## src/hdl/pbr_pkg.sv

```systemverilog
`timescale 1ns / 1ps
// ----------------------------------------------------------------------------
// pbr_pkg
// Shared widths, reset values, register indexes and types of the pulse beat
// rate detector.
// ----------------------------------------------------------------------------
package pbr_pkg;

	localparam int SAMPLE_W   = 10;
	localparam int TIME_W     = 32;
	localparam int RATE_W     = 8;
	localparam int CFG_IDX_W  = 2;
	localparam int CFG_DATA_W = 16;
	localparam int DIV_W      = 16;
	localparam int RATE_MAX   = 255;

	localparam int HISTORY_DEPTH_DEF = 10;

	localparam logic [SAMPLE_W-1:0]   HYST_RST     = 10'd100;
	localparam logic [CFG_DATA_W-1:0] MIN_INT_RST  = 16'd250;
	localparam logic [CFG_DATA_W-1:0] NO_FING_RST  = 16'd2000;
	localparam logic [CFG_DATA_W-1:0] INACT_RST    = 16'd10000;

	localparam logic [CFG_IDX_W-1:0] REG_HYST    = 2'd0;
	localparam logic [CFG_IDX_W-1:0] REG_MIN_INT = 2'd1;
	localparam logic [CFG_IDX_W-1:0] REG_NO_FING = 2'd2;
	localparam logic [CFG_IDX_W-1:0] REG_INACT   = 2'd3;

	// Milliseconds per minute, the dividend of the rate division.
	localparam logic [DIV_W-1:0] RATE_NUM = 16'd60000;

	// Just above 4/5 * 2^16: floor(x * 52432 / 2^16) equals floor(4x / 5) for 10-bit x.
	localparam int THR_FRAC = 16;
	localparam int THR_W    = SAMPLE_W + THR_FRAC;
	localparam logic [THR_W-1:0] THR_RECIP = 26'd52432;

	typedef struct packed {
		logic              start;
		logic [DIV_W-1:0]  dividend;
		logic [TIME_W-1:0] divisor;
	} div_req_t;

	typedef struct packed {
		logic             done;
		logic [DIV_W-1:0] quotient;
	} div_rsp_t;

	typedef struct packed {
		logic              clear;
		logic              write;
		logic              fill;
		logic [RATE_W-1:0] rate;
	} hist_cmd_t;

	// Four fifths of a swing, rounded down.
	function automatic logic [SAMPLE_W-1:0] swing_thr(input logic [SAMPLE_W-1:0] swing);
		logic [THR_W-1:0] prod;
		prod = THR_W'(swing) * THR_RECIP;
		return prod[THR_W-1:THR_FRAC];
	endfunction

endpackage

```

## src/hdl/pbr_if.sv

```systemverilog
`timescale 1ns / 1ps
// ----------------------------------------------------------------------------
// pbr_in_if / pbr_out_if
// Valid/ready channels for sensor sample items and detector result items.
// ----------------------------------------------------------------------------
interface pbr_in_if;
	logic                          valid;
	logic                          ready;
	logic                          restart;
	logic [pbr_pkg::SAMPLE_W-1:0]  sample_value;
	logic [pbr_pkg::TIME_W-1:0]    sample_time;

	modport source(output valid, restart, sample_value, sample_time, input ready);
	modport sink(input valid, restart, sample_value, sample_time, output ready);
endinterface

interface pbr_out_if;
	logic                        valid;
	logic                        ready;
	logic                        beat;
	logic                        rise;
	logic                        phase_rising;
	logic [pbr_pkg::RATE_W-1:0]  instant_rate;
	logic [pbr_pkg::RATE_W-1:0]  average_rate;
	logic                        finger_present;
	logic                        inactive;

	modport source(output valid, beat, rise, phase_rising, instant_rate, average_rate,
		finger_present, inactive, input ready);
	modport sink(input valid, beat, rise, phase_rising, instant_rate, average_rate,
		finger_present, inactive, output ready);
endinterface

```

## src/hdl/pbr_div.sv

```systemverilog
`timescale 1ns / 1ps
// ----------------------------------------------------------------------------
// pbr_div
// Restoring divider, one quotient bit per cycle, that computes the beat rate
// from the beat interval.
// ----------------------------------------------------------------------------
module pbr_div (
	input  logic              clk,
	input  logic              arst_n,
	input  pbr_pkg::div_req_t req,
	output pbr_pkg::div_rsp_t rsp
);

	localparam int DW   = pbr_pkg::DIV_W;
	localparam int TW   = pbr_pkg::TIME_W;
	localparam int CntW = $clog2(DW + 1);

	logic [TW-1:0]   rem_q;
	logic [TW-1:0]   dsr_q;
	logic [DW-1:0]   dvd_q;
	logic [DW-1:0]   quo_q;
	logic [CntW-1:0] cnt_q;
	logic            busy_q;
	logic            done_q;

	logic [TW:0] trial;
	logic [TW:0] diff;
	logic        ge;

	assign trial = {rem_q, dvd_q[DW-1]};
	assign diff  = trial - {1'b0, dsr_q};
	assign ge    = (trial >= {1'b0, dsr_q});

	always_ff @(posedge clk or negedge arst_n) begin
		if (!arst_n) begin
			rem_q  <= '0;
			dsr_q  <= '0;
			dvd_q  <= '0;
			quo_q  <= '0;
			cnt_q  <= '0;
			busy_q <= 1'b0;
			done_q <= 1'b0;
		end else begin
			done_q <= !req.start && busy_q && (cnt_q == CntW'(1));
			if (req.start) begin
				rem_q  <= '0;
				dsr_q  <= req.divisor;
				dvd_q  <= req.dividend;
				quo_q  <= '0;
				cnt_q  <= CntW'(DW);
				busy_q <= 1'b1;
			end else if (busy_q) begin
				// The partial remainder stays below the divisor, so it fits in TW bits.
				rem_q <= ge ? diff[TW-1:0] : trial[TW-1:0];
				dvd_q <= {dvd_q[DW-2:0], 1'b0};
				quo_q <= {quo_q[DW-2:0], ge};
				cnt_q <= cnt_q - 1'b1;
				if (cnt_q == CntW'(1)) begin
					busy_q <= 1'b0;
				end
			end
		end
	end

	assign rsp.done     = done_q;
	assign rsp.quotient = quo_q;

endmodule

```

## src/hdl/pbr_history.sv

```systemverilog
`timescale 1ns / 1ps
// ----------------------------------------------------------------------------
// pbr_history
// Rate history ring with write pointer and a running sum of its entries.
// ----------------------------------------------------------------------------
module pbr_history #(
	parameter int HISTORY_DEPTH = pbr_pkg::HISTORY_DEPTH_DEF
) (
	input  logic                                             clk,
	input  logic                                             arst_n,
	input  pbr_pkg::hist_cmd_t                               cmd,
	output logic [$clog2(HISTORY_DEPTH*pbr_pkg::RATE_MAX+1)-1:0] sum
);

	localparam int SumW = $clog2(HISTORY_DEPTH * pbr_pkg::RATE_MAX + 1);
	localparam int PosW = (HISTORY_DEPTH > 1) ? $clog2(HISTORY_DEPTH) : 1;
	localparam int RW   = pbr_pkg::RATE_W;

	logic [RW-1:0]   hist_q [HISTORY_DEPTH];
	logic [PosW-1:0] pos_q;
	logic [SumW-1:0] sum_q;

	logic [RW-1:0] old_entry;

	assign old_entry = hist_q[pos_q];

	always_ff @(posedge clk or negedge arst_n) begin
		if (!arst_n) begin
			for (int i = 0; i < HISTORY_DEPTH; i++) begin
				hist_q[i] <= '0;
			end
			pos_q <= '0;
			sum_q <= '0;
		end else if (cmd.clear) begin
			for (int i = 0; i < HISTORY_DEPTH; i++) begin
				hist_q[i] <= '0;
			end
			pos_q <= '0;
			sum_q <= '0;
		end else if (cmd.write) begin
			if (cmd.fill) begin
				// First beat after finger loss seeds every entry.
				for (int i = 0; i < HISTORY_DEPTH; i++) begin
					hist_q[i] <= cmd.rate;
				end
				sum_q <= SumW'(cmd.rate) * SumW'(HISTORY_DEPTH);
			end else begin
				hist_q[pos_q] <= cmd.rate;
				sum_q         <= sum_q - SumW'(old_entry) + SumW'(cmd.rate);
			end
			if (pos_q == PosW'(HISTORY_DEPTH - 1)) begin
				pos_q <= '0;
			end else begin
				pos_q <= pos_q + 1'b1;
			end
		end
	end

	assign sum = sum_q;

endmodule

```

## src/hdl/pulse_beat_rate_detector_core.sv

```systemverilog
`timescale 1ns / 1ps
// ----------------------------------------------------------------------------
// pulse_beat_rate_detector_core
// Hysteresis peak/trough tracker of a pulse sensor with beat rate averaging.
//
// Samples arrive as items on sample_in (valid/ready): restart, a 10-bit value
// and a millisecond timestamp. Each item produces exactly one result item on
// result_out with the beat and rise flags, the current phase, the latest and
// the averaged rate, finger presence and the inactivity flag.
// The user writes the four registers through cfg_we/cfg_index/cfg_wdata only
// while idle; the block itself does not enforce it. One item is processed at
// a time. An item without a beat is evaluated and its result is loaded in the
// check state; the next item is accepted once the block is back in idle. An
// accepted beat runs the one-bit-per-cycle divider for 60000/interval and then
// updates the history before its result is loaded. The history mean is a
// reciprocal multiplication of the running sum.
// The result sits in an output register, so a new item is accepted while the
// receiver stalls; the block waits only when a second result is ready and the
// first is still held.
// Reset sets the registers to their defaults, the phase to rising, the finger
// as present and clears the rate history; no clearing pass is needed.
// ----------------------------------------------------------------------------
module pulse_beat_rate_detector_core #(
	parameter int HISTORY_DEPTH = pbr_pkg::HISTORY_DEPTH_DEF
) (
	input  logic                             clk,
	input  logic                             arst_n,
	input  logic                             cfg_we,
	input  logic [pbr_pkg::CFG_IDX_W-1:0]    cfg_index,
	input  logic [pbr_pkg::CFG_DATA_W-1:0]   cfg_wdata,
	pbr_in_if.sink                           sample_in,
	pbr_out_if.source                        result_out
);

	localparam int SW   = pbr_pkg::SAMPLE_W;
	localparam int TW   = pbr_pkg::TIME_W;
	localparam int RW   = pbr_pkg::RATE_W;
	localparam int CW   = pbr_pkg::CFG_DATA_W;
	localparam int DW   = pbr_pkg::DIV_W;
	localparam int SumW = $clog2(HISTORY_DEPTH * pbr_pkg::RATE_MAX + 1);

	// Rounded-up reciprocal of the depth; with this many fraction bits the
	// product gives the exact floor of sum / depth for every possible sum.
	localparam int MeanK  = SumW + $clog2(HISTORY_DEPTH);
	localparam int MeanRW = MeanK + 1;
	localparam int ProdW  = SumW + MeanRW;
	localparam logic [MeanRW-1:0] MEAN_RECIP =
		MeanRW'(((longint'(1) << MeanK) + longint'(HISTORY_DEPTH) - longint'(1))
		/ longint'(HISTORY_DEPTH));

	localparam logic [2:0] S_IDLE = 3'd0;
	localparam logic [2:0] S_EVAL = 3'd1;
	localparam logic [2:0] S_RDIV = 3'd2;
	localparam logic [2:0] S_HWR  = 3'd3;
	localparam logic [2:0] S_CHK  = 3'd4;

	logic [2:0] state_q;

	// Configuration.
	logic [SW-1:0] hyst_q;
	logic [CW-1:0] min_int_q;
	logic [CW-1:0] no_fing_q;
	logic [CW-1:0] inact_q;

	// Captured item.
	logic          smp_restart_q;
	logic [SW-1:0] smp_val_q;
	logic [TW-1:0] smp_time_q;

	// Detector state.
	logic          phase_q;
	logic [SW-1:0] peak_q;
	logic [SW-1:0] trough_q;
	logic [TW-1:0] peak_time_q;
	logic [TW-1:0] last_beat_q;
	logic [SW-1:0] hi_thr_q;
	logic [SW-1:0] lo_thr_q;
	logic          finger_q;
	logic [RW-1:0] last_rate_q;
	logic          beat_q;
	logic          rise_q;

	// Result register.
	logic          out_valid_q;
	logic          out_beat_q;
	logic          out_rise_q;
	logic          out_phase_q;
	logic [RW-1:0] out_irate_q;
	logic [RW-1:0] out_arate_q;
	logic          out_finger_q;
	logic          out_inact_q;

	pbr_pkg::div_req_t  div_req;
	pbr_pkg::div_rsp_t  div_rsp;
	pbr_pkg::hist_cmd_t hist_cmd;
	logic [SumW-1:0]    hist_sum;

	logic [SW-1:0]    swing;
	logic [TW-1:0]    interval;
	logic             up_peak;
	logic             drop;
	logic             down_trough;
	logic             climb;
	logic             accept_peak;
	logic             eval_beat;
	logic             eval_rise;
	logic [RW-1:0]    rate_sat;
	logic [TW-1:0]    since_beat;
	logic             finger_lost;
	logic             out_free;
	logic             out_load;
	logic [ProdW-1:0] mean_prod;

	assign swing       = (peak_q >= trough_q) ? (peak_q - trough_q) : '0;
	assign interval    = peak_time_q - last_beat_q;
	assign up_peak     = (smp_val_q > peak_q);
	assign drop        = (({1'b0, smp_val_q} + {1'b0, hyst_q}) < {1'b0, peak_q});
	assign down_trough = (smp_val_q < trough_q);
	assign climb       = ({1'b0, smp_val_q} > ({1'b0, trough_q} + {1'b0, hyst_q}));
	assign accept_peak = (interval > TW'(min_int_q)) && (swing > hi_thr_q);
	assign eval_beat   = !smp_restart_q && phase_q && !up_peak && drop && accept_peak;
	assign eval_rise   = !smp_restart_q && !phase_q && !down_trough && climb
		&& (swing > lo_thr_q);

	assign rate_sat = (|div_rsp.quotient[DW-1:RW]) ? RW'(pbr_pkg::RATE_MAX)
		: div_rsp.quotient[RW-1:0];

	assign since_beat  = smp_time_q - last_beat_q;
	assign finger_lost = (since_beat > TW'(no_fing_q)) && finger_q && (smp_val_q != '0);
	assign out_free    = !out_valid_q || result_out.ready;
	assign out_load    = (state_q == S_CHK) && out_free;
	assign mean_prod   = ProdW'(hist_sum) * ProdW'(MEAN_RECIP);

	always_comb begin
		div_req.start    = (state_q == S_EVAL) && eval_beat;
		div_req.dividend = pbr_pkg::RATE_NUM;
		div_req.divisor  = interval;
	end

	always_comb begin
		hist_cmd.clear = (state_q == S_EVAL) && smp_restart_q;
		hist_cmd.write = (state_q == S_HWR);
		hist_cmd.fill  = !finger_q;
		hist_cmd.rate  = rate_sat;
	end

	pbr_div u_div (
		.clk    (clk),
		.arst_n (arst_n),
		.req    (div_req),
		.rsp    (div_rsp)
	);

	pbr_history #(
		.HISTORY_DEPTH (HISTORY_DEPTH)
	) u_history (
		.clk    (clk),
		.arst_n (arst_n),
		.cmd    (hist_cmd),
		.sum    (hist_sum)
	);

	always_ff @(posedge clk or negedge arst_n) begin
		if (!arst_n) begin
			hyst_q    <= pbr_pkg::HYST_RST;
			min_int_q <= pbr_pkg::MIN_INT_RST;
			no_fing_q <= pbr_pkg::NO_FING_RST;
			inact_q   <= pbr_pkg::INACT_RST;
		end else if (cfg_we) begin
			unique case (cfg_index)
				pbr_pkg::REG_HYST:    hyst_q    <= cfg_wdata[SW-1:0];
				pbr_pkg::REG_MIN_INT: min_int_q <= cfg_wdata;
				pbr_pkg::REG_NO_FING: no_fing_q <= cfg_wdata;
				pbr_pkg::REG_INACT:   inact_q   <= cfg_wdata;
				default: ;
			endcase
		end
	end

	always_ff @(posedge clk) begin
		if ((state_q == S_IDLE) && sample_in.valid) begin
			smp_restart_q <= sample_in.restart;
			smp_val_q     <= sample_in.sample_value;
			smp_time_q    <= sample_in.sample_time;
		end
	end

	always_ff @(posedge clk or negedge arst_n) begin
		if (!arst_n) begin
			state_q      <= S_IDLE;
			phase_q      <= 1'b1;
			peak_q       <= '0;
			trough_q     <= '0;
			peak_time_q  <= '0;
			last_beat_q  <= '0;
			hi_thr_q     <= '0;
			lo_thr_q     <= '0;
			finger_q     <= 1'b1;
			last_rate_q  <= '0;
			beat_q       <= 1'b0;
			rise_q       <= 1'b0;
			out_valid_q  <= 1'b0;
			out_beat_q   <= 1'b0;
			out_rise_q   <= 1'b0;
			out_phase_q  <= 1'b1;
			out_irate_q  <= '0;
			out_arate_q  <= '0;
			out_finger_q <= 1'b1;
			out_inact_q  <= 1'b0;
		end else begin
			if (out_load) begin
				out_valid_q <= 1'b1;
			end else if (out_valid_q && result_out.ready) begin
				out_valid_q <= 1'b0;
			end
			unique case (state_q)
				S_IDLE: begin
					if (sample_in.valid) begin
						state_q <= S_EVAL;
					end
				end
				S_EVAL: begin
					beat_q  <= eval_beat;
					rise_q  <= eval_rise;
					state_q <= eval_beat ? S_RDIV : S_CHK;
					if (smp_restart_q) begin
						finger_q    <= 1'b0;
						last_beat_q <= smp_time_q;
						hi_thr_q    <= '0;
						lo_thr_q    <= '0;
					end else if (phase_q) begin
						if (up_peak) begin
							peak_q      <= smp_val_q;
							peak_time_q <= smp_time_q;
						end else if (drop) begin
							hi_thr_q <= pbr_pkg::swing_thr(swing);
							if (accept_peak) begin
								phase_q     <= 1'b0;
								trough_q    <= smp_val_q;
								last_beat_q <= peak_time_q;
							end else begin
								peak_time_q <= smp_time_q;
							end
						end
					end else begin
						if (down_trough) begin
							trough_q <= smp_val_q;
						end else if (climb) begin
							lo_thr_q <= pbr_pkg::swing_thr(swing);
							if (swing > lo_thr_q) begin
								phase_q <= 1'b1;
								peak_q  <= smp_val_q;
							end
						end
					end
				end
				S_RDIV: begin
					if (div_rsp.done) begin
						state_q <= S_HWR;
					end
				end
				S_HWR: begin
					// The history sees the old finger state to decide on a fill.
					last_rate_q <= rate_sat;
					finger_q    <= 1'b1;
					state_q     <= S_CHK;
				end
				S_CHK: begin
					if (out_free) begin
						out_beat_q   <= beat_q;
						out_rise_q   <= rise_q;
						out_phase_q  <= phase_q;
						out_irate_q  <= last_rate_q;
						out_arate_q  <= mean_prod[MeanK +: RW];
						out_finger_q <= finger_q && (smp_restart_q || !finger_lost);
						out_inact_q  <= !smp_restart_q && (since_beat > TW'(inact_q));
						if (!smp_restart_q && finger_lost) begin
							finger_q <= 1'b0;
						end
						state_q <= S_IDLE;
					end
				end
				default: begin
					state_q <= S_IDLE;
				end
			endcase
		end
	end

	assign sample_in.ready = (state_q == S_IDLE);

	assign result_out.valid          = out_valid_q;
	assign result_out.beat           = out_beat_q;
	assign result_out.rise           = out_rise_q;
	assign result_out.phase_rising   = out_phase_q;
	assign result_out.instant_rate   = out_irate_q;
	assign result_out.average_rate   = out_arate_q;
	assign result_out.finger_present = out_finger_q;
	assign result_out.inactive       = out_inact_q;

endmodule

```

## src/flat_wrapper.sv

```systemverilog
// flat-port wrapper written by rule: the top's interface ports become plain ports
module pulse_beat_rate_detector_core_flat 
#(
	parameter int HISTORY_DEPTH = pbr_pkg::HISTORY_DEPTH_DEF
)
  (clk, arst_n, cfg_we, cfg_index, cfg_wdata, sample_in_valid, sample_in_restart, sample_in_sample_value, sample_in_sample_time, sample_in_ready, result_out_valid, result_out_beat, result_out_rise, result_out_phase_rising, result_out_instant_rate, result_out_average_rate, result_out_finger_present, result_out_inactive, result_out_ready);
  pbr_in_if sample_in_i ();
  pbr_out_if result_out_i ();
  input  logic clk;
  input  logic arst_n;
  input  logic cfg_we;
  input  logic [pbr_pkg::CFG_IDX_W-1:0] cfg_index;
  input  logic [pbr_pkg::CFG_DATA_W-1:0] cfg_wdata;
  input wire logic [$bits(sample_in_i.valid)-1:0] sample_in_valid;
  input wire logic [$bits(sample_in_i.restart)-1:0] sample_in_restart;
  input wire logic [$bits(sample_in_i.sample_value)-1:0] sample_in_sample_value;
  input wire logic [$bits(sample_in_i.sample_time)-1:0] sample_in_sample_time;
  output wire logic [$bits(sample_in_i.ready)-1:0] sample_in_ready;
  output wire logic [$bits(result_out_i.valid)-1:0] result_out_valid;
  output wire logic [$bits(result_out_i.beat)-1:0] result_out_beat;
  output wire logic [$bits(result_out_i.rise)-1:0] result_out_rise;
  output wire logic [$bits(result_out_i.phase_rising)-1:0] result_out_phase_rising;
  output wire logic [$bits(result_out_i.instant_rate)-1:0] result_out_instant_rate;
  output wire logic [$bits(result_out_i.average_rate)-1:0] result_out_average_rate;
  output wire logic [$bits(result_out_i.finger_present)-1:0] result_out_finger_present;
  output wire logic [$bits(result_out_i.inactive)-1:0] result_out_inactive;
  input wire logic [$bits(result_out_i.ready)-1:0] result_out_ready;
  assign sample_in_i.valid = sample_in_valid;
  assign sample_in_i.restart = sample_in_restart;
  assign sample_in_i.sample_value = sample_in_sample_value;
  assign sample_in_i.sample_time = sample_in_sample_time;
  assign sample_in_ready = sample_in_i.ready;
  assign result_out_valid = result_out_i.valid;
  assign result_out_beat = result_out_i.beat;
  assign result_out_rise = result_out_i.rise;
  assign result_out_phase_rising = result_out_i.phase_rising;
  assign result_out_instant_rate = result_out_i.instant_rate;
  assign result_out_average_rate = result_out_i.average_rate;
  assign result_out_finger_present = result_out_i.finger_present;
  assign result_out_inactive = result_out_i.inactive;
  assign result_out_i.ready = result_out_ready;
  pulse_beat_rate_detector_core #(.HISTORY_DEPTH(HISTORY_DEPTH)) u_core (.clk(clk), .arst_n(arst_n), .cfg_we(cfg_we), .cfg_index(cfg_index), .cfg_wdata(cfg_wdata), .sample_in(sample_in_i), .result_out(result_out_i));
endmodule
```

## config.mk

```make
export PLATFORM = sky130hd
export DESIGN_NAME = pulse_beat_rate_detector_core_flat
export DESIGN_NICKNAME = d
export VERILOG_FILES = /design/src/hdl/pbr_pkg.sv /design/src/hdl/pbr_if.sv /design/src/hdl/pbr_div.sv /design/src/hdl/pbr_history.sv /design/src/hdl/pulse_beat_rate_detector_core.sv /design/src/flat_wrapper.sv
export SDC_FILE = /design/constraint.sdc
export NUM_CORES = 1
export LEC_CHECK = 0
export ABC_AREA = 1
export ABC_CLOCK_PERIOD_IN_PS = 8300
export BUFFER_PORTS_ARGS = -buffer_cell sky130_fd_sc_hd__buf_2
export CAP_MARGIN = 10
export CORE_MARGIN = 4
export CORE_UTILIZATION = 41
export DETAILED_ROUTE_END_ITERATION = 7
export GPL_TIMING_DRIVEN = 0
export HOLD_SLACK_MARGIN = 0.03
export REMOVE_ABC_BUFFERS = 1
export SYNTH_ARGS = -nofsm -noshare
export SYNTH_HDL_FRONTEND = slang
export SYNTH_SLANG_ARGS = --single-unit
```

## constraint.sdc

```tcl
create_clock -name clk -period 8.3 [get_ports clk]
set_clock_uncertainty 0.1 [all_clocks]
set_input_delay 0.83 -clock clk [delete_from_list [all_inputs] [get_ports clk]]
set_output_delay 0.83 -clock clk [all_outputs]
set_load 0.01 [all_outputs]
```

* Word-level counts from Yosys, hierarchy flattened
Index checks and enable logic that the tools add are counted.
Word-level totals: bits in registers 441, output and inout port bits 23, logic and storage cells 231
Operators by class: add/subtract/negate cells 10, $mul 3, order comparisons 13, equality and inequality tests 23, mux-type cells 73, bitwise logic cells 2, reductions and logical operators 61
Operator list (number):
- 2-to-1 mux 32 bit | 11
- 2-to-1 mux 80 bit | 3
- 2-to-1 mux 10 bit | 19
- greater-than comparator 32 x 16 -> 1 bit | 3
- subtractor 32 bit | 3
- bitwise mux 80 bit | 1
- 2-to-1 mux 16 bit | 4
- 2-to-1 mux 12 bit | 3
- >= comparator 33 x 32 -> 1 bit | 1
- binary-select mux 8 bit (select 4 bit) | 1
- demux 8 bit (select 4 bit) | 1
- 2-to-1 mux 8 bit | 4
- greater-than comparator 10 bit | 3
- multiplier 12 x 12 -> 23 bit (second input constant) | 1
- adder 10 x 10 -> 11 bit | 2
- logical AND 1 bit | 22
- multiplier 10 x 12 -> 22 bit (second input constant) | 1
- nonzero test 2 bit | 11
- 2-to-1 mux 1 bit | 15
- case mux 3 bit (5 select lines) | 1
- inequality test 2 x 1 -> 1 bit (second input constant) | 7
- inequality test 2 bit (second input constant) | 7
- adder 12 x 8 -> 12 bit | 1
- 2-to-1 mux 3 bit | 4
- 35 further kinds | 56

* Logic depth before layout (Yosys ltp)
depth after elaboration 9, mapped depth 32

* Modules after synthesis
A second synthesis with hierarchy kept.
Unflattened totals: cell total of the unflattened synthesis 5139, area total of the unflattened synthesis 36540.0 µm²
By module, submodules not included:
- pulse_beat_rate_detector_core | instances 1, cells an instance 3317, area an instance 23398.7 µm²
- pbr_div | instances 1, cells an instance 1060, area an instance 7153.1 µm²
- pbr_history | instances 1, cells an instance 762, area an instance 5988.2 µm²

* Least setup slack after synthesis
No wires, ideal clock.
path kind register to register, from register u_core.peak_q[0], to register u_core.hi_thr_q[5], arrival time 5.365 ns, path slack 2.704 ns, cell stages (with the launch flop) 25, buffers on the path 0, period minus slack after synthesis 5.596 ns, path through dfrtp_1 > inv_1 > ha_1 > inv_1 > fa_1 > a21oi_1 > o21ai_0 > a21oi_1 > ha_1 > fa_1 > fa_1 > fa_1 > inv_1 > fa_1 > inv_1 > ha_1 > nand2_1 > nor4_1 > nand2_1 > nand2_1 > nand2_1 > nand2_1 > nand2_1 > nand4_1 > o21ai_0
On the way: word-level cells in the longest chain between the ends 7
RTL lines:
- start, declared | line pulse_beat_rate_detector_core.sv:72 | logic [SW-1:0] peak_q;
- start signal, assigned | line pulse_beat_rate_detector_core.sv:233 | peak_q <= smp_val_q;
- start signal, assigned | line pulse_beat_rate_detector_core.sv:252 | peak_q <= smp_val_q;
- subtractor 10 bit / >= comparator 10 bit (equally long branches) | line pulse_beat_rate_detector_core.sv:114 | assign swing = (peak_q >= trough_q) ? (peak_q - trough_q) : '0;
- 2-to-1 mux 10 bit | line pulse_beat_rate_detector_core.sv:114
- multiplier 10 x 12 -> 22 bit | line pbr_pkg.sv:58 | prod = THR_W'(swing) * THR_RECIP;
- 2-to-1 mux 10 bit | line pulse_beat_rate_detector_core.sv:235 | end else if (drop) begin
- 2-to-1 mux 10 bit | line pulse_beat_rate_detector_core.sv:232 | if (up_peak) begin
- 2-to-1 mux 10 bit | line pulse_beat_rate_detector_core.sv:231 | end else if (phase_q) begin
- 2-to-1 mux 10 bit | line pulse_beat_rate_detector_core.sv:226 | if (smp_restart_q) begin
- end signal, assigned | line pulse_beat_rate_detector_core.sv:236 | hi_thr_q <= pbr_pkg::swing_thr(swing);
- end, declared | line pulse_beat_rate_detector_core.sv:76 | logic [SW-1:0] hi_thr_q;
Parallel ways exist; a longest one is shown, timed or not. The select of a mux whose other input is x is not followed. A chain may end at the register's enable or synchronous reset.

* Final worst setup path
from register u_core.trough_q[1], to register u_core.lo_thr_q[1]
On the way: word-level cells in the longest chain between the ends 7
RTL lines:
- start, declared | line pulse_beat_rate_detector_core.sv:73 | logic [SW-1:0] trough_q;
- start signal, assigned | line pulse_beat_rate_detector_core.sv:239 | trough_q <= smp_val_q;
- start signal, assigned | line pulse_beat_rate_detector_core.sv:247 | trough_q <= smp_val_q;
- subtractor 10 bit / >= comparator 10 bit (equally long branches) | line pulse_beat_rate_detector_core.sv:114
- 2-to-1 mux 10 bit | line pulse_beat_rate_detector_core.sv:114
- multiplier 10 x 12 -> 22 bit | line pbr_pkg.sv:58
- 2-to-1 mux 10 bit | line pulse_beat_rate_detector_core.sv:248 | end else if (climb) begin
- 2-to-1 mux 10 bit | line pulse_beat_rate_detector_core.sv:246 | if (down_trough) begin
- 2-to-1 mux 10 bit | line pulse_beat_rate_detector_core.sv:231
- 2-to-1 mux 10 bit | line pulse_beat_rate_detector_core.sv:226
- end signal, assigned | line pulse_beat_rate_detector_core.sv:249 | lo_thr_q <= pbr_pkg::swing_thr(swing);
- end, declared | line pulse_beat_rate_detector_core.sv:77 | logic [SW-1:0] lo_thr_q;
Parallel ways exist; a longest one is shown, timed or not. The select of a mux whose other input is x is not followed.

==> impl_metrics.toml <==
[status]
status = "complete, no violations"

[cts]
clock_path_buffers = 3
ctsHtreeMaxLevel = 2
clock-root-buffer = "clkbuf_16"
cts_setup_buffers = 0
clk_pin_slew_ns = 0.07
tritoncts = "built"
worstSkewPairLatency_ns = 0.62
cts_resized = 0
postCtsHoldBufs = 0
clock_sinks = 436
numCtsBuffers = 52

[worst_setup_path]
path_max_fanout = 8
crit_chain = "inv_1 > ha_1 > inv_1 > nor3_1 > nand3_1 > nand4_1 > o21ai_0 > a21oi_1 > ha_1 > fa_1 > fa_1 > fa_1 > inv_1 > fa_1 > inv_1 > ha_1 > nand2_1 > nor4_1 > nand2_1 > nand2_1 > o21ai_0 > a21oi_1 > nand2_1 > o21ai_0"
crit_family = "adder cells"
crit_slowest_cell = "fa_1"
start_kind = "flip-flop"
critPathCaptureType = "flip-flop"
crit_required_ns = 8.71
critPathBufInv = 4
cp.arrival_ns = 7.16
critPathMaxStageDelay_ns = 0.62
crit_type = "reg2reg"

[finish]
n_fill_cell = 8394
layout.nets = 5138
area_delta_synth_final_pct = 10.5
final_util = 0.458
fin_cells = 5709
antenna-diode-count = 0
drive_above_1_share = 0.0556

[placed_design]
io_buffers = 88
dp_hpwl_mm = 70.6
place_congestion = 0.929
post-place-ws_ns = 1.58
dpl.cell_count = 5613

[timing]
setup_viol = 0
final.period_utilization = 0.813
rsz0062_at_grt = "false"
fmax_mhz = 148
report.final.slew_viol_count = 0
worst_pin_slew_ns = 1.20
relSlewSlack = 0.199
fin_setup_tns_ns = 0
finalHoldViolCount = 0
setup_ws_ns = 1.55
final.min_clock_period_ns = 6.75

[global_routing]
antenna_found_initial = 0
grt_pass1_vias = 28254
grt_max_degree = 103
gr-total-overflow = 0
grt_usage = 0.208
grt_pass1_wl_mm = 148

[synthesis]
ys_types = 58
synth_area_leaders = "dfrtp_1 (27%), ha_1 (14%), nand2_1 (14%)"
synth_top_cell_by_area = "dfrtp_1"
synth.most_common_cell = "nand2_1"
ys_seq_area_frac = 0.327
synth_ff_type = "dfrtp_1"
ys_warn_count = 0
synthArstFlopShare = 0.901
ys_ff_latch = 436
postSynthAreaPerCell_um2 = 7.51
synth_edf_count = 43
synth_cells = 4541
synth_common_cells = "nand2_1 (1261), inv_1 (783), ha_1 (395), dfrtp_1 (369), nand3_1 (303)"
yosysTopAreaCellShare = 0.271
synth_area_um2 = 34100

[floorplanning]
fp.dieW_um = 296
floorplan.initialDensity = 0.415
die_h_um = 296
die-area_um2 = 87900
rows = 105
core_um2 = 82200
ioPinCount = 89

[drt]
drc = 0
num_vias = 29116
viasPerCell = 5.10
drt_pass1_iterations = 6
drtAntennaViolNets = 0
avgRoutedWirePerCell_um = 15.9
drt_iter0_markers = 1693
wl_mm = 90.9

[worst_hold_path]
hold_class = "in2async"

[run]
maxCapViolCount = 0
==> worst paths after layout <==
kind,slack [ns],start,to,cells past startpoint
worst max-delay path,1.55,u_core.trough_q[1]$_DFFE_PN0P_,u_core.lo_thr_q[1]$_DFFE_PN0P_,24
worst min-delay path,0.18,arst_n,u_core.last_beat_q[11]$_DFFE_PN0P_,1
worst max register to register,1.55,u_core.trough_q[1]$_DFFE_PN0P_,u_core.lo_thr_q[1]$_DFFE_PN0P_,24
worst min register to register,0.37,u_core.result_out.finger_present$_DFFE_PN1P_,u_core.result_out.finger_present$_DFFE_PN1P_,2
max in group asynchronous,6.84,arst_n,u_core.u_div.busy_q$_DFF_PN0_,2
min in group clk,0.29,sample_in_sample_value[6],u_core.smp_val_q[6]$_DFFE_PP_,1
==> final cells by class <==
class,count,area (µm²),area share
timing repair buffer,115,916,0.0243
multi-input combinational,3200,19500,0.517
clock buffer,72,1480,0.0392
tap,1070,1340,0.0355
clock inverter,23,348,0.00923
inverter,793,2980,0.0790
sequential,436,11200,0.296
==> logic make-up (layout without fill, tap and decap cells) <==
logic type               count (synthesis)  count (layout)  synth area share
buffers and inverters                  905            1003             0.103
multiplexers                            31              31           0.00910
AO/OA/AOI/OAI                          656             656             0.110
XOR/XNOR                                96              96            0.0247
AND/OR/NAND/NOR                       1943            1943             0.236
adder cells (fa/ha/maj)                474             474             0.191
flip-flops                             436             436             0.327
==> worst reg2reg max path: stages, from the launching register on <==
cell and delay, ns:
dfrtp_1 0.44, inv_1 0.14, ha_1 0.30, inv_1 0.06, nor3_1 0.23, nand3_1 0.09
nand4_1 0.28, o21ai_0 0.15, a21oi_1 0.55, ha_1 0.40, fa_1 0.62, fa_1 0.46
fa_1 0.51, inv_1 0.05, fa_1 0.49, inv_1 0.04, ha_1 0.31, nand2_1 0.11
nor4_1 0.46, nand2_1 0.11, nand2_1 0.11, o21ai_0 0.08, a21oi_1 0.35, nand2_1 0.09
o21ai_0 0.11
==> cells in the final DEF (no fill, tap or decap), types with 60 or more instances in the layout <==
cell type	synthesis	final
buf_2	17	87
fa_1	79	79
nand3_1	303	303
nor2_1	232	230
o22ai_1	97	97
nand2_1	1261	1260
inv_1	783	783
ha_1	395	395
o21ai_0	248	248
dfrtp_1	369	368
nand4_1	60	60
xor2_1	75	75
a21oi_1	190	190
==> stage by stage <==
stage / hold WS (ns) / instance area (µm²)
6_report: 0.180 / 37700
3_5_place_dp: 0.362 / 35800
2_1_floorplan: 0.344 / 33600
4_1_cts: 0.186 / 37700
5_1_grt: 0.229 / 37700
3_3_place_gp: 0.359 / 35400
==> flip-flops by register name, indices dropped and copies added, names as in the netlist, 11 cells and up <==
signal and cells:
u_core.smp_time_q 32, u_core.u_div.rem_q 32, u_core.u_history.sum 12, u_core.u_div.quo_q 16, u_core.peak_time_q 32, u_core.no_fing_q 16
u_core.u_div.dsr_q 32, u_core.inact_q 16, u_core.min_int_q 16, u_core.last_beat_q 32, u_core.u_div.dvd_q 11, u_core.u_history.hist_q 80
==> routing by layer <==
metal,global-route usage,vias to the layer above,routed length [µm]
li1,-,14833,-
met1,0.284,13579,42200
met2,0.356,576,42900
met3,0.0211,128,3660
met4,0.0509,0,2180
met5,0,-,0
Power is left out: the tool's default activity adds up to more than one toggle a clock period on the data nets, which glitch-free logic cannot reach.
